--- config.mk ---
export PLATFORM = sky130hd
export DESIGN_NAME = onewire_rom_search_engine
export DESIGN_NICKNAME = d
export VERILOG_FILES = /design/src/hw/rtl/orse_pkg.sv /design/src/hw/rtl/orse_step.sv /design/src/hw/rtl/onewire_rom_search_engine.sv
export SDC_FILE = /design/constraint.sdc
export NUM_CORES = 1
export LEC_CHECK = 0
export BUFFER_PORTS_ARGS = -buffer_cell sky130_fd_sc_hd__buf_2
export CAP_MARGIN = 20
export CORE_MARGIN = 5
export CORE_UTILIZATION = 50
export CTS_CLUSTER_SIZE = 25
export DETAILED_ROUTE_END_ITERATION = 8
export PLACE_DENSITY = 0.72
export SLEW_MARGIN = 20
export SYNTH_ARGS = -nofsm -noshare
export SYNTH_HDL_FRONTEND = slang
export SYNTH_HIERARCHICAL = 1
export SYNTH_SLANG_ARGS = --single-unit
--- constraint.sdc ---
create_clock -name clk -period 12.6 [get_ports clk]
set_input_delay 0.63 -clock clk [delete_from_list [all_inputs] [get_ports clk]]
set_output_delay 0.63 -clock clk [all_outputs]
set_load 0.1 [all_outputs]
--- src/hw/rtl/orse_pkg.sv ---
// Package for the 1-Wire ROM search engine.
// Holds the command and outcome codes, the search state and result records,
// and the bit-serial Dallas CRC-8 step. No dependencies.
package orse_pkg;

	// Request kinds carried on s_tuser
	typedef enum logic [1:0] {
		CMD_CLEAR  = 2'd0,
		CMD_TARGET = 2'd1,
		CMD_START  = 2'd2,
		CMD_BITS   = 2'd3
	} cmd_t;

	// Result outcome codes
	typedef enum logic [1:0] {
		OUT_ACK   = 2'd0,
		OUT_FOUND = 2'd1,
		OUT_FAIL  = 2'd2
	} outcome_t;

	localparam logic [7:0] SEARCH_NORMAL = 8'hF0;
	localparam logic [7:0] SEARCH_COND   = 8'hEC;
	localparam logic [6:0] ROM_LAST_POS  = 7'd64;
	localparam logic [6:0] FAMILY_LIMIT  = 7'd9;
	localparam logic [6:0] CRC_LAST_POS  = 7'd56;
	localparam logic [7:0] CRC_POLY      = 8'h8C;

	// Search state kept between requests
	typedef struct packed {
		logic [63:0] rom;
		logic [6:0]  last_disc;
		logic [3:0]  family_disc;
		logic        last_dev;
		logic        pass_active;
		logic [6:0]  bit_pos;
		logic [6:0]  zero_pos;
		logic [7:0]  crc;
	} state_t;

	localparam state_t STATE_RESET = '{
		rom:         64'd0,
		last_disc:   7'd0,
		family_disc: 4'd0,
		last_dev:    1'b0,
		pass_active: 1'b0,
		bit_pos:     7'd1,
		zero_pos:    7'd0,
		crc:         8'd0
	};

	// One result item, laid out as on m_tdata (last member in the lowest bits)
	typedef struct packed {
		logic [3:0]  family_discrepancy;
		logic        last_device_flag;
		logic [63:0] rom_id;
		outcome_t    outcome;
		logic        write_bit;
		logic        write_bit_valid;
		logic [7:0]  send_byte;
		logic        send_byte_valid;
	} result_t;

	// Dallas CRC-8, one data bit, LSB first
	function automatic logic [7:0] crc8_bit(input logic [7:0] crc, input logic din);
		logic fb;
		fb = crc[0] ^ din;
		crc8_bit = {1'b0, crc[7:1]} ^ (fb ? CRC_POLY : 8'd0);
	endfunction

endpackage

--- src/hw/rtl/orse_step.sv ---
// Next-state and result logic of the 1-Wire ROM search engine.
// Purely combinational; uses orse_pkg for codes, records and the CRC step.
module orse_step (
	input  orse_pkg::cmd_t    cmd,
	input  logic [7:0]        family,
	input  logic              mode,
	input  logic              presence,
	input  logic              id_bit,
	input  logic              complement_bit,
	input  orse_pkg::state_t  st,
	output orse_pkg::state_t  nxt,
	output orse_pkg::result_t res
);

	logic [5:0] idx;
	logic       dir;

	assign idx = st.bit_pos[5:0] - 6'd1;

	// Pick the branch direction for a bit pair
	always_comb begin
		if (id_bit != complement_bit) begin
			dir = id_bit;
		end else if (st.bit_pos < st.last_disc) begin
			dir = st.rom[idx];
		end else begin
			dir = (st.bit_pos == st.last_disc);
		end
	end

	// Update the search state and build the result
	always_comb begin
		nxt = st;
		res = '0;
		res.outcome = orse_pkg::OUT_ACK;
		case (cmd)
			orse_pkg::CMD_CLEAR: begin
				nxt = orse_pkg::STATE_RESET;
			end
			orse_pkg::CMD_TARGET: begin
				nxt = orse_pkg::STATE_RESET;
				nxt.rom = {56'd0, family};
				nxt.last_disc = orse_pkg::ROM_LAST_POS;
			end
			orse_pkg::CMD_START: begin
				nxt.pass_active = 1'b0;
				nxt.bit_pos = 7'd1;
				nxt.zero_pos = 7'd0;
				nxt.crc = 8'd0;
				if (st.last_dev || !presence) begin
					nxt.last_dev = 1'b0;
					nxt.last_disc = 7'd0;
					nxt.family_disc = 4'd0;
					res.outcome = orse_pkg::OUT_FAIL;
				end else begin
					nxt.pass_active = 1'b1;
					res.send_byte_valid = 1'b1;
					res.send_byte = mode ? orse_pkg::SEARCH_COND
						: orse_pkg::SEARCH_NORMAL;
				end
			end
			orse_pkg::CMD_BITS: begin
				if (st.pass_active) begin
					if (id_bit && complement_bit) begin
						// no device answered: drop the pass
						nxt.pass_active = 1'b0;
						nxt.last_dev = 1'b0;
						nxt.last_disc = 7'd0;
						nxt.family_disc = 4'd0;
						res.outcome = orse_pkg::OUT_FAIL;
					end else begin
						if (id_bit == complement_bit && !dir) begin
							nxt.zero_pos = st.bit_pos;
							if (st.bit_pos < orse_pkg::FAMILY_LIMIT) begin
								nxt.family_disc = st.bit_pos[3:0];
							end
						end
						nxt.rom[idx] = dir;
						if (st.bit_pos <= orse_pkg::CRC_LAST_POS) begin
							nxt.crc = orse_pkg::crc8_bit(st.crc, dir);
						end
						nxt.bit_pos = st.bit_pos + 7'd1;
						res.write_bit_valid = 1'b1;
						res.write_bit = dir;
						// last bit: close the pass and check the ROM
						if (st.bit_pos == orse_pkg::ROM_LAST_POS) begin
							nxt.pass_active = 1'b0;
							nxt.last_disc = nxt.zero_pos;
							if (nxt.zero_pos == 7'd0) begin
								nxt.last_dev = 1'b1;
							end
							if (nxt.rom[7:0] != 8'd0 && nxt.rom[63:56] == nxt.crc) begin
								res.outcome = orse_pkg::OUT_FOUND;
								res.rom_id = nxt.rom;
								res.last_device_flag = nxt.last_dev;
							end else begin
								nxt.last_dev = 1'b0;
								nxt.last_disc = 7'd0;
								nxt.family_disc = 4'd0;
								res.outcome = orse_pkg::OUT_FAIL;
							end
						end
					end
				end
			end
			default: begin
				nxt = st;
			end
		endcase
		res.family_discrepancy = nxt.family_disc;
	end

endmodule

--- src/hw/rtl/onewire_rom_search_engine.sv ---
// Top level of the 1-Wire ROM search engine: stream ports, input and
// result registers, search state. Uses orse_pkg and orse_step.
//
// Binary-tree ROM search for a 1-Wire master. Each request on s_* is a
// command (s_tuser): clear, target a family, start a pass, or one read bit
// pair; each request gives exactly one result on m_*. A start returns the
// search byte (F0 or EC) to send, a bit pair returns the direction bit to
// write, and after bit 64 the result reports found (with the ROM) or failed.
// The Dallas CRC-8 is accumulated bit by bit during the pass, so the final
// check is a single compare. Each request is held in the input register,
// passes through the combinational step logic and is written into the
// result register; a new request can be taken every cycle while the result
// register is empty or m_tready is high, and back-pressure on m_* stalls s_tready.
module onewire_rom_search_engine (
	input  logic        clk,
	input  logic        arst_n,
	input  logic        s_tvalid,
	output logic        s_tready,
	// [7:0] family, [8] mode, [9] presence, [10] id_bit,
	// [11] complement_bit, [15:12] zero
	input  logic [15:0] s_tdata,
	// [1:0] command
	input  logic [1:0]  s_tuser,
	output logic        m_tvalid,
	input  logic        m_tready,
	// [0] send_byte_valid, [8:1] send_byte, [9] write_bit_valid, [10] write_bit,
	// [12:11] outcome, [76:13] rom_id, [77] last_device_flag,
	// [81:78] family_discrepancy, [87:82] zero
	output logic [87:0] m_tdata
);

	logic              valid_s1;
	orse_pkg::cmd_t    cmd_s1;
	logic [7:0]        family_s1;
	logic              mode_s1;
	logic              presence_s1;
	logic              id_s1;
	logic              cmp_s1;
	orse_pkg::state_t  state_q;
	orse_pkg::state_t  state_nxt;
	orse_pkg::result_t res_nxt;
	orse_pkg::result_t out_q;
	logic              out_valid_q;
	logic              advance;

	assign advance  = valid_s1 && (!out_valid_q || m_tready);
	assign s_tready = !valid_s1 || advance;

	// Hold the accepted request
	always_ff @(posedge clk or negedge arst_n) begin
		if (!arst_n) begin
			valid_s1 <= 1'b0;
		end else if (s_tready) begin
			valid_s1 <= s_tvalid;
		end
	end

	always_ff @(posedge clk) begin
		if (s_tready && s_tvalid) begin
			cmd_s1      <= orse_pkg::cmd_t'(s_tuser);
			family_s1   <= s_tdata[7:0];
			mode_s1     <= s_tdata[8];
			presence_s1 <= s_tdata[9];
			id_s1       <= s_tdata[10];
			cmp_s1      <= s_tdata[11];
		end
	end

	orse_step u_step (
		.cmd            (cmd_s1),
		.family         (family_s1),
		.mode           (mode_s1),
		.presence       (presence_s1),
		.id_bit         (id_s1),
		.complement_bit (cmp_s1),
		.st             (state_q),
		.nxt            (state_nxt),
		.res            (res_nxt)
	);

	// Advance the search state as each request completes
	always_ff @(posedge clk or negedge arst_n) begin
		if (!arst_n) begin
			state_q <= orse_pkg::STATE_RESET;
		end else if (advance) begin
			state_q <= state_nxt;
		end
	end

	// Result register
	always_ff @(posedge clk or negedge arst_n) begin
		if (!arst_n) begin
			out_valid_q <= 1'b0;
		end else if (advance) begin
			out_valid_q <= 1'b1;
		end else if (m_tready) begin
			out_valid_q <= 1'b0;
		end
	end

	always_ff @(posedge clk) begin
		if (advance) begin
			out_q <= res_nxt;
		end
	end

	assign m_tvalid = out_valid_q;
	assign m_tdata  = {6'd0, out_q};

`ifndef SYNTHESIS
	a_pos_range: assert property (@(posedge clk) disable iff (!arst_n)
		state_q.bit_pos >= 7'd1 && state_q.bit_pos <= 7'd65)
		else $error("bit position out of range");

	a_pass_pos: assert property (@(posedge clk) disable iff (!arst_n)
		state_q.pass_active |-> state_q.bit_pos <= orse_pkg::ROM_LAST_POS)
		else $error("pass active beyond the last ROM bit");

	a_found_shape: assert property (@(posedge clk) disable iff (!arst_n)
		advance && res_nxt.outcome == orse_pkg::OUT_FOUND |->
		res_nxt.write_bit_valid && !res_nxt.send_byte_valid && !state_nxt.pass_active)
		else $error("found result without the final bit");

	a_start_send: assert property (@(posedge clk) disable iff (!arst_n)
		advance && res_nxt.send_byte_valid |=> state_q.pass_active && state_q.bit_pos == 7'd1)
		else $error("search byte sent without a fresh pass");
`endif

endmodule
### Word level (Yosys, flattened, before mapping)

Index checks and enable logic that the tools add are counted.

* eq/ne operators: 12
* multipliers: 0
* bitwise gates (word level): 7
* muxes and demuxes: 41
* shift-type cells: 0
* reductions and logical operators: 25
* add/subtract/negate cells: 2
* magnitude comparators: 5
* div/mod/pow operators: 0

Operators with widths (number)
* case mux 64 bit (3 select lines): 1
* case mux 35 bit (4 select lines): 1
* two-way mux 99 bit: 1
* two-way mux 67 bit: 1
* two-way mux 65 bit: 1
* bitwise mux 64 bit: 1
* two-way mux 64 bit: 1
* two-way mux 8 bit: 5
* two-way mux 7 bit: 4
* two-way mux 13 bit: 2
* two-way mux 12 bit: 2
* two-way mux 22 bit: 1
* two-way mux 4 bit: 3
* two-way mux 1 bit: 9
* == test 8 bit: 1
* two-way mux 2 bit: 4
* AND reduction 4 bit: 2
* nonzero test 8 bit: 1
* XOR 7 x 8 -> 8 bit: 1
* adder 7 x 1 -> 7 bit, second input constant: 1
* == test 7 bit: 1
* == test 7 bit, second input constant: 1
* <= comparator 7 x 6 -> 1 bit, second input constant: 1
* zero test 7 bit: 1
* 29 further kinds: 45

* word-level logic and storage cells: 116
* output and inout port bits: 90
* register bits after elaboration: 195
* latch bits: 0
* memory bits (read-only): 0
* memories: 0
* bits in writable memories: 0

### Logic depth before layout (Yosys ltp)

Gate-level depths: netlist (run 1).

* word-level depth: 19
* depth in mapped cells: 21

### By module

The synthesis (run 1) kept the hierarchy.

By module, submodules not included
* onewire_rom_search_engine: cells an instance 320, times used 1, area each 7210.7 µm², sequential area each 5411.4 µm²
* orse_step: cells an instance 859, times used 1, area each 5143.7 µm², sequential area each 0.0 µm²

### Worst setup path before layout (run 1)

Ideal clock, no wire load.

* path kind: reg-to-reg
* from: reg state_q[15] (netlist name)
* to: reg state_q[24] (netlist name)
* arrival time: 4.324 ns
* clock period less this slack: 4.449 ns
* stages on the path, launching flop included: 19
* library setup time: 0.125 ns
* setup slack: 8.151 ns
* required time: 12.475 ns
* path through: dfstp_2 buf_2 buf_4 inv_1 ha_1 xor2_2 buf_2 mux2i_1 nor3_1 or3_4 a32oi_4 a21oi_1 or3b_2 xnor2_1 nor4_2 nor2b_1 o31ai_2 a22o_1 mux2_4

RTL lines
* start, declared: line onewire_rom_search_engine.sv:39 `orse_pkg::state_t state_q;`
* start signal, assigned: line onewire_rom_search_engine.sv:84 `state_q <= orse_pkg::STATE_RESET;`
* start signal, assigned: line onewire_rom_search_engine.sv:86 `state_q <= state_nxt;`

==> impl_results.html, run 1 <==
<table>
<tr><th>Metric</th><th>Value</th></tr>
<tr><th colspan="2">Clocking</th></tr>
<tr><td>Clk_lat worst skew</td><td>between 400 and 500 ps</td></tr>
<tr><td>Total of hold buffers inserted after clock tree synthesis</td><td>0</td></tr>
<tr><td>TritonCTS clock tree</td><td>done</td></tr>
<tr><td>Number of sinks driven by the clock tree</td><td>around 200</td></tr>
<tr><td>Post-CTS sizing</td><td>0</td></tr>
<tr><td>H-tree levels</td><td>4</td></tr>
<tr><td>Cell at the root of the clock tree</td><td>clkbuf_16</td></tr>
<tr><td>Maximum count of clock buffers along a single path</td><td>2</td></tr>
<tr><td>Cts bufs inserted</td><td>17</td></tr>
<tr><td>Number of buffers added for setup after CTS</td><td>0</td></tr>
<tr><td>Clock-pin slew on the worst setup and hold paths</td><td>roughly 70 ps</td></tr>
<tr><th colspan="2">STA</th></tr>
<tr><td>RSZ-0062 raised after global routing</td><td>false</td></tr>
<tr><td>Final setup violating endpoints</td><td>0</td></tr>
<tr><td>Setup clock skew after layout</td><td>slightly below 10 ps</td></tr>
<tr><td>Achievable frequency</td><td>around 150 MHz</td></tr>
<tr><td>Setup_tns</td><td>0 ps</td></tr>
<tr><td>Part of the cycle the worst path needs</td><td>54.4%</td></tr>
<tr><td>Max-slew headroom at the worst pin</td><td>around 28%</td></tr>
<tr><td>Slew at the pin closest to its max-slew limit</td><td>around 1100 ps</td></tr>
<tr><td>Final min period</td><td>~6900 ps</td></tr>
<tr><td>Count of pins over their slew limit</td><td>0</td></tr>
<tr><td>Final count of hold timing violations</td><td>0</td></tr>
<tr><th colspan="2">Cells and area</th></tr>
<tr><td>Share of final-layout standard cells stronger than drive strength 1</td><td>approximately a quarter</td></tr>
<tr><td>Most frequent cells in the layout</td><td>nand2_1 (125), nor2_1 (105), buf_2 (100), dfrtp_1 (100), o21ai_0 (100)</td></tr>
<tr><td>Antenna diode count</td><td>0</td></tr>
<tr><td>Most frequent standard cell in the layout excluding fill and tap cells</td><td>nand2_1</td></tr>
<tr><td>Nets</td><td>between 1000 and 1500</td></tr>
<tr><td>Synthesis-to-layout area growth</td><td>8.31%</td></tr>
<tr><th colspan="2">Place</th></tr>
<tr><td>Total half-perimeter wirelength after legalization and detailed placement</td><td>a little under 20000 um</td></tr>
<tr><td>Count of input and output buffers</td><td>between 100 and 150</td></tr>
<tr><td>Gp weighted congestion</td><td>a little over 0.9</td></tr>
<tr><th colspan="2">Route</th></tr>
<tr><td>Via count</td><td>roughly 9500</td></tr>
<tr><td>Detailed Route WL</td><td>between 30000 and 40000 um</td></tr>
<tr><td>Number of detailed-routing iterations run before antenna repair</td><td>5</td></tr>
<tr><td>DRC errors left</td><td>0</td></tr>
<tr><td>Average wire per standard cell</td><td>about 20 um</td></tr>
<tr><td>Drt initial violations</td><td>1025</td></tr>
<tr><td>DR vias/cell</td><td>6.09</td></tr>
<tr><td>Antenna viol nets, final</td><td>0</td></tr>
<tr><th colspan="2">Pwr</th></tr>
<tr><td>Switching portion of total power</td><td>a little over a third</td></tr>
<tr><td>Switching power</td><td>~0.00060 W</td></tr>
<tr><td>Standby leakage power</td><td>~5.5 nW</td></tr>
<tr><td>Power Internal</td><td>0.00110 W</td></tr>
<tr><td>Logic gate share of total power</td><td>25.3%</td></tr>
<tr><td>Sequential share of power</td><td>42.8%</td></tr>
<tr><td>Overall power after layout</td><td>between 0.0015 and 0.002 W</td></tr>
<tr><td>Clock network fraction of total power</td><td>a little under a third</td></tr>
<tr><td>PD cells</td><td>between 100 and 150 mW/mm2</td></tr>
<tr><td>Peak supply drop</td><td>slightly above 100 uV</td></tr>
<tr><th colspan="2">Logic synthesis</th></tr>
<tr><td>Synth async-reset ratio</td><td>51.3%</td></tr>
<tr><td>Number of warnings printed during yosys synthesis</td><td>6</td></tr>
<tr><td>Sequential cell area fraction in the yosys report</td><td>a little over two fifths</td></tr>
<tr><td>Total standard cell area after synthesis</td><td>approximately 0.012 mm2</td></tr>
<tr><td>EDFF count, synth</td><td>96</td></tr>
<tr><td>Post-synthesis average cell area</td><td>10.5 um2</td></tr>
<tr><td>Most instantiated flip-flop cell in the synthesis netlist</td><td>dfrtp_1</td></tr>
<tr><td>Total of flip-flops plus latches after synthesis</td><td>197</td></tr>
<tr><td>Distinct cell type count after synthesis</td><td>77</td></tr>
<tr><td>Gate count of the mapped netlist</td><td>1179</td></tr>
<tr><th colspan="2">Die</th></tr>
<tr><td>Top-level I/O count</td><td>about 110</td></tr>
<tr><td>X dimension of the die</td><td>about 170 um</td></tr>
<tr><td>Die area</td><td>approximately 0.028 mm2</td></tr>
<tr><td>Die Height</td><td>about 170 um</td></tr>
<tr><td>Initial standard-cell utilization of the core</td><td>50.8%</td></tr>
<tr><td>Standard cell core area</td><td>0.0243 mm2</td></tr>
<tr><td>Floorplan row count</td><td>57</td></tr>
<tr><th colspan="2">Setup path</th></tr>
<tr><td>Crit Reg-Reg Endpoint</td><td>state_q[23]</td></tr>
<tr><td>R2R Path Start</td><td>state_q[16]</td></tr>
<tr><td>Worst setup path class</td><td>reg2reg</td></tr>
<tr><td>Signal arrival time at the worst endpoint</td><td>7180 ps</td></tr>
<tr><td>Crit path required time</td><td>between 10000 and 15000 ps</td></tr>
<tr><td>Startpoint kind of the worst setup timing path</td><td>register</td></tr>
<tr><td>Setup slack, reg-to-reg</td><td>about 5700 ps</td></tr>
<tr><td>CP Capture Type</td><td>register</td></tr>
<tr><td>Reg2Reg Depth</td><td>18</td></tr>
<tr><td>CP Max Fanout</td><td>96</td></tr>
<tr><th colspan="2">Hold path</th></tr>
<tr><td>Hold Crit Class</td><td>in2async</td></tr>
<tr><th colspan="2">Status</th></tr>
<tr><td>Status</td><td>complete, no violations</td></tr>
<tr><th colspan="2">GRT</th></tr>
<tr><td>Total Routing Usage GR</td><td>around 22%</td></tr>
<tr><td>Pin count of the biggest net entering global routing</td><td>between 90 and 100</td></tr>
<tr><td>First-pass GRT wire length</td><td>50400 um</td></tr>
<tr><td>Via count of the first global-routing pass</td><td>just over 9000</td></tr>
<tr><td>Number of antenna violations at the first check in global routing</td><td>0</td></tr>
<tr><td>Gr ovfl total</td><td>0</td></tr>
<tr><th colspan="2">Flow run</th></tr>
<tr><td>Max-cap viol count</td><td>0</td></tr>
</table>
-- area by class of cell --
| class | instances | area [um2] |
|---|---|---|
| clock inverter | 13 | 120 |
| timing repair buffer | 121 | 658 |
| multi-input combinational | 862 | 6260 |
| clock buffer | 19 | 443 |
| fill | 2078 | 10900 |
| tap | 324 | 405 |
| sequential | 197 | 5410 |
| inverter | 23 | 87.6 |
-- layer usage --
metal | global-route usage (%) | up-vias | wire, um
met5 | 0 | - | 0
met4 | 5.65 | 0 | 498
met3 | 4.71 | 40 | 2770
met2 | 34.2 | 437 | 14200
met1 | 32.1 | 4690 | 14000
li1 | - | 4324 | -
-- Yosys cell counts (7+ instances only) --
cell,count,area [um2]
inv_1,22,82.6
ha_1,10,125
nand3_1,50,250
nor2b_1,19,119
a21oi_1,56,280
xnor2_1,14,123
and2_1,10,62.6
nand2b_1,7,43.8
buf_2,17,85.1
mux2_2,13,146
dfrtp_1,100,2500
buf_4,18,135
mux2i_1,59,591
a21boi_0,14,105
mux2_4,99,1490
a211oi_1,11,82.6
a22o_1,26,228
a21oi_2,11,96.3
nor2_1,107,402
clkbuf_1,51,191
nand2_1,125,469
mux4_2,8,180
buf_12,10,200
xor2_1,7,61.3
edfxtp_1,96,2880
nor3_1,22,110
o21ai_0,100,500
-- power by group through the flow --
stage | combinational [W] | sequential [W] | clock [W]
floorplan | 0.000239 | 0.000856 | 0
global placement | 0.000423 | 0.000741 | 0
detailed placement | 0.000427 | 0.000742 | 0
CTS | 0.000428 | 0.000729 | 0.000548
global route | 0.000454 | 0.000733 | 0.000575
finish | 0.000432 | 0.000729 | 0.000542
-- kinds of logic after synthesis --
kind of cell	share of synthesized area, %
AND/OR/NAND/NOR	14.1
AO/OA/AOI/OAI	14.1
flip-flops	43.8
multiplexers	19.5
buffers and inverters	5.92
XOR/XNOR	1.62
adder cells (fa/ha/maj)	1.01
other	0.0608
-- stage by stage --
stage | worst slack (ps) | cell area, um2 | cells | hold slack (ps) | util, %
floorplan | 8150 | 12400 | 1185 | 334 | -
CTS | 5950 | 13400 | 1559 | 188 | 55.0
global placement | 6030 | 12800 | 1527 | 494 | 52.7
detailed placement | 5950 | 12800 | 1527 | 504 | 52.7
finish | 5740 | 13400 | 1559 | 171 | 55.0
global route | 5560 | 13400 | 1559 | 216 | 55.0
-- registers in the layout, indices dropped and copies added (netlist names) --
signal and flops:
mode_s1 1, family_s1 8, m_tdata 82, id_s1 1, cmd_s1 2, cmp_s1 1, state_q 99, presence_s1 1
m_tvalid 1, valid_s1 1
-- how the worst max path moves through the flow --
stage,slack [ps],start,to
after global placement,6030,state_q[16],state_q[23]
after CTS,5950,state_q[16],state_q[23]
after detailed placement,5950,state_q[16],state_q[23]
after floorplan,8150,state_q[15],state_q[24]
after global routing,5560,state_q[16],state_q[23]
final,5740,state_q[16],state_q[23]
-- critical path: stages (launching register included) --
cell and delay (ps):
dfrtp_1 700, inv_1 130, ha_1 310, xor2_2 660, buf_4 350, mux4_2 540, a2111oi_0 510, or3_4 250
a32oi_4 110, a21oi_4 200, buf_4 820, mux2i_1 360, xnor2_1 290, nor4_2 80, nand3_2 80, buf_4 680
o21ai_1 150, o2bb2ai_1 170, mux2_4 290
No activity file was read; power rests on OpenSTA's default activity.
==> run 2: changes to the inputs <==
- ABC_AREA: not set -> 1
- clock period: 12.6 -> 6.9 ns (I/O delays scaled with it)
==> run 2 against run 1 <==
  * Clock-buffer cell count fell by 1
  * Non-clock buffer count fell by 5
  * Global-route usage rose by 2.4 points
  * Sequential share of layout area decreased by 0.92 points
  * Synthesized cell count up 49%
  * Critical path depth up 4
  * Die area is 2.9% higher
  * Clock skew up 0.79 ps
  * Final cell count increased by 37%
  * Clock power rose by 84%
  * Critical path type unchanged
  * Largest power group is now combinational cells
==> impl_results.html, run 2 <==
<table>
<tr><th>Metric</th><th>Value</th></tr>
<tr><th colspan="2">Cells and area</th></tr>
<tr><td>Most frequent standard cell in the layout excluding fill and tap cells</td><td>nand2_1</td></tr>
<tr><td>Antenna diode count</td><td>0</td></tr>
<tr><td>Finished Core Util</td><td>54.5%</td></tr>
<tr><td>Share of final-layout standard cells stronger than drive strength 1</td><td>between 10% and 20%</td></tr>
<tr><td>Area taken by multi-input logic gates</td><td>about 0.0059 mm2</td></tr>
<tr><td>Reg with most FFs</td><td>state_q</td></tr>
<tr><td>Count of placed standard cells in the final layout, fillers left out</td><td>2129</td></tr>
<tr><td>Flip-flop count of the largest register, all copies and words added</td><td>99</td></tr>
<tr><td>Storage cell area</td><td>~0.0054 mm2</td></tr>
<tr><td>Synthesis-to-layout area growth</td><td>7.56%</td></tr>
<tr><td>FILL cells</td><td>roughly 2400</td></tr>
<tr><td>Nets</td><td>roughly 1800</td></tr>
<tr><td>Most frequent cells in the layout</td><td>nand2_1 (512), inv_1 (187), o21ai_0 (170)</td></tr>
<tr><th colspan="2">STA</th></tr>
<tr><td>Final setup violating endpoints</td><td>0</td></tr>
<tr><td>Count of pins over their slew limit</td><td>0</td></tr>
<tr><td>Setup_tns</td><td>0 ps</td></tr>
<tr><td>Part of the cycle the worst path needs</td><td>about 84%</td></tr>
<tr><td>Setup clock skew after layout</td><td>roughly 10 ps</td></tr>
<tr><td>Max-slew headroom at the worst pin</td><td>between 20% and 30%</td></tr>
<tr><td>Slew at the pin closest to its max-slew limit</td><td>around 1100 ps</td></tr>
<tr><td>RSZ-0062 raised after global routing</td><td>false</td></tr>
<tr><td>Worst-case hold slack</td><td>72.5 ps</td></tr>
<tr><td>Achievable frequency</td><td>between 150 and 200 MHz</td></tr>
<tr><td>Final count of hold timing violations</td><td>0</td></tr>
<tr><td>Final min period</td><td>around 5800 ps</td></tr>
<tr><th colspan="2">Route</th></tr>
<tr><td>DRC errors left</td><td>0</td></tr>
<tr><td>DR vias/cell</td><td>between 5 and 6</td></tr>
<tr><td>Number of detailed-routing iterations run before antenna repair</td><td>6</td></tr>
<tr><td>Detailed Route WL</td><td>around 36000 um</td></tr>
<tr><td>Via count</td><td>~12000</td></tr>
<tr><td>Average wire per standard cell</td><td>approximately 17 um</td></tr>
<tr><td>Antenna viol nets, final</td><td>0</td></tr>
<tr><td>Drt initial violations</td><td>about 1300</td></tr>
<tr><th colspan="2">Setup path</th></tr>
<tr><td>Worst setup path class</td><td>reg2reg</td></tr>
<tr><td>R2R Path Start</td><td>state_q[16]</td></tr>
<tr><td>Startpoint kind of the worst setup timing path</td><td>register</td></tr>
<tr><td>Reg2Reg Depth</td><td>22</td></tr>
<tr><td>CP Capture Type</td><td>register</td></tr>
<tr><td>CP Max Fanout</td><td>67</td></tr>
<tr><td>Signal arrival time at the worst endpoint</td><td>6010 ps</td></tr>
<tr><td>Crit Reg-Reg Endpoint</td><td>m_tdata[75]</td></tr>
<tr><td>Setup slack, reg-to-reg</td><td>~1100 ps</td></tr>
<tr><td>Crit path required time</td><td>between 7000 and 8000 ps</td></tr>
<tr><th colspan="2">Clocking</th></tr>
<tr><td>Maximum count of clock buffers along a single path</td><td>2</td></tr>
<tr><td>Post-CTS sizing</td><td>0</td></tr>
<tr><td>Clk_lat worst skew</td><td>around 440 ps</td></tr>
<tr><td>Cts bufs inserted</td><td>17</td></tr>
<tr><td>TritonCTS clock tree</td><td>done</td></tr>
<tr><td>Number of sinks driven by the clock tree</td><td>roughly 200</td></tr>
<tr><td>Cell at the root of the clock tree</td><td>clkbuf_16</td></tr>
<tr><td>H-tree levels</td><td>4</td></tr>
<tr><td>Clock-pin slew on the worst setup and hold paths</td><td>around 80 ps</td></tr>
<tr><th colspan="2">Die</th></tr>
<tr><td>Initial standard-cell utilization of the core</td><td>approximately half</td></tr>
<tr><td>Floorplan row count</td><td>58</td></tr>
<tr><td>X dimension of the die</td><td>between 150 and 200 um</td></tr>
<tr><td>Die Height</td><td>170 um</td></tr>
<tr><td>Top-level I/O count</td><td>112</td></tr>
<tr><td>Standard cell core area</td><td>~0.025 mm2</td></tr>
<tr><td>Die area</td><td>between 0.02 and 0.03 mm2</td></tr>
<tr><th colspan="2">Logic synthesis</th></tr>
<tr><td>Synth async-reset ratio</td><td>51.3%</td></tr>
<tr><td>Area share of the largest cell type after synthesis</td><td>22.6%</td></tr>
<tr><td>Largest cells by area after synthesis</td><td>edfxtp_1 (23%), dfrtp_1 (20%), nand2_1 (15%)</td></tr>
<tr><td>Most frequently used cell type in the post-synthesis netlist</td><td>nand2_1</td></tr>
<tr><td>EDFF count, synth</td><td>96</td></tr>
<tr><td>Number of warnings printed during yosys synthesis</td><td>6</td></tr>
<tr><td>Leading cell types by count after synthesis</td><td>nand2_1 (515), inv_1 (190), o21ai_0 (170)</td></tr>
<tr><td>Distinct cell type count after synthesis</td><td>43</td></tr>
<tr><td>Post-synthesis average cell area</td><td>7.24 um2</td></tr>
<tr><td>Gate count of the mapped netlist</td><td>around 1800</td></tr>
<tr><td>Total of flip-flops plus latches after synthesis</td><td>just under 200</td></tr>
<tr><td>Yosys top cell by area</td><td>edfxtp_1</td></tr>
<tr><td>Total standard cell area after synthesis</td><td>between 0.01 and 0.015 mm2</td></tr>
<tr><td>Most instantiated flip-flop cell in the synthesis netlist</td><td>dfrtp_1</td></tr>
<tr><td>Sequential cell area fraction in the yosys report</td><td>between 40 and 50%</td></tr>
<tr><th colspan="2">Place</th></tr>
<tr><td>Count of input and output buffers</td><td>just over 100</td></tr>
<tr><td>Cell count after placement</td><td>2096</td></tr>
<tr><td>Total half-perimeter wirelength after legalization and detailed placement</td><td>roughly 22000 um</td></tr>
<tr><td>Gp weighted congestion</td><td>between 0.8 and 0.9</td></tr>
<tr><th colspan="2">Hold path</th></tr>
<tr><td>WHS Path Cells</td><td>1</td></tr>
<tr><td>Startpoint of the tightest hold check path</td><td>s_tdata[6]</td></tr>
<tr><td>WHS Endpoint</td><td>family_s1[6]</td></tr>
<tr><td>Hold Crit Class</td><td>in2reg</td></tr>
<tr><th colspan="2">Pwr</th></tr>
<tr><td>PD cells</td><td>roughly 310 mW/mm2</td></tr>
<tr><td>Overall power after layout</td><td>between 0.004 and 0.005 W</td></tr>
<tr><td>Standby leakage power</td><td>around 6.2 nW</td></tr>
<tr><td>Peak supply drop</td><td>around 140 uV</td></tr>
<tr><th colspan="2">GRT</th></tr>
<tr><td>First-pass GRT wire length</td><td>about 57000 um</td></tr>
<tr><td>Number of antenna violations at the first check in global routing</td><td>0</td></tr>
<tr><td>Gr ovfl total</td><td>0</td></tr>
<tr><td>Via count of the first global-routing pass</td><td>~11000</td></tr>
<tr><td>Pin count of the biggest net entering global routing</td><td>just over 100</td></tr>
<tr><td>Total Routing Usage GR</td><td>24.6%</td></tr>
<tr><th colspan="2">Flow run</th></tr>
<tr><td>Max-cap viol count</td><td>0</td></tr>
<tr><th colspan="2">Status</th></tr>
<tr><td>Status</td><td>complete, no violations</td></tr>
</table>
run 2: cells by family (layout without fill, tap and decap cells):
kind of cell | after synthesis | after routing | share of synthesized area [%]
other | 2 | 8 | 0.0590
AO/OA/AOI/OAI | 339 | 339 | 14.8
XOR/XNOR | 1 | 1 | 0.216
adder cells (fa/ha/maj) | 10 | 10 | 0.983
flip-flops | 197 | 197 | 42.5
buffers and inverters | 316 | 350 | 11.5
AND/OR/NAND/NOR | 894 | 894 | 30.0
run 2: worst max path at each step:
stage	start	slack, ps	cells after the start	end
after CTS	state_q[16]	1230	22	m_tdata[75]
after global routing	state_q[16]	740	22	m_tdata[75]
final	state_q[16]	1120	22	m_tdata[75]
after detailed placement	state_q[16]	1310	22	m_tdata[75]
after global placement	state_q[16]	1420	22	m_tdata[74]
after floorplan	state_q[15]	3320	26	m_tdata[81]
run 2: worst max-delay path, cell delays in order, from the launching register on:
cell and delay, ps:
dfrtp_1 550, inv_1 110, ha_1 730, inv_2 330, nand3_1 220, nor2_1 70
nor2_2 80, nand3_1 100, nand3_1 110, nand3_1 80, nand3_1 110, nand2_2 70
nand2_4 300, nand2_4 290, inv_2 410, nand2_1 160, nand3_1 100, nand2_1 100
nor2_2 140, nand3_2 110, nor3_4 280, nand2_4 570, a21oi_1 500
run 2: through the flow:
| stage | worst slack (ps) | instance area [um2] |
|---|---|---|
| after floorplan | 3320 | 12800 |
| final | 1120 | 13700 |
| after global routing | 736 | 13700 |
| after global placement | 1420 | 13100 |
| after detailed placement | 1310 | 13100 |
| after CTS | 1230 | 13700 |
run 2: repair_timing:
item | 4_1_cts | 5_1_grt
setup buffers | 0 | 0
endpoints found under the hold margin | 47 | 0
hold buffers | 1 | 0
run 2: layer usage:
layer / up-vias / wire [um] / GRT usage, %
met1: 5512 / 14800 / 33.2
met2: 576 / 16300 / 39.4
met4: 0 / 1200 / 10.6
met3: 101 / 3220 / 3.98
li1: 5732 / - / -
met5: - / 0 / 0
run 2: report_power, final:
part           internal [W]  switching [W]  leakage [nW]
logic              0.000386        0.00144          3.60
registers           0.00138      0.0000764          2.34
clock network      0.000509       0.000490         0.273
run 2: final cells by class:
class	instances	area share, %
Timing Repair Buffer	116	4.58
Sequential cell	197	39.5
Tap cell	330	3.01
Clock inverter	14	1.07
Inverter	202	5.55
Clock buffer	18	3.13
Multi-Input combinational cell	1252	43.1
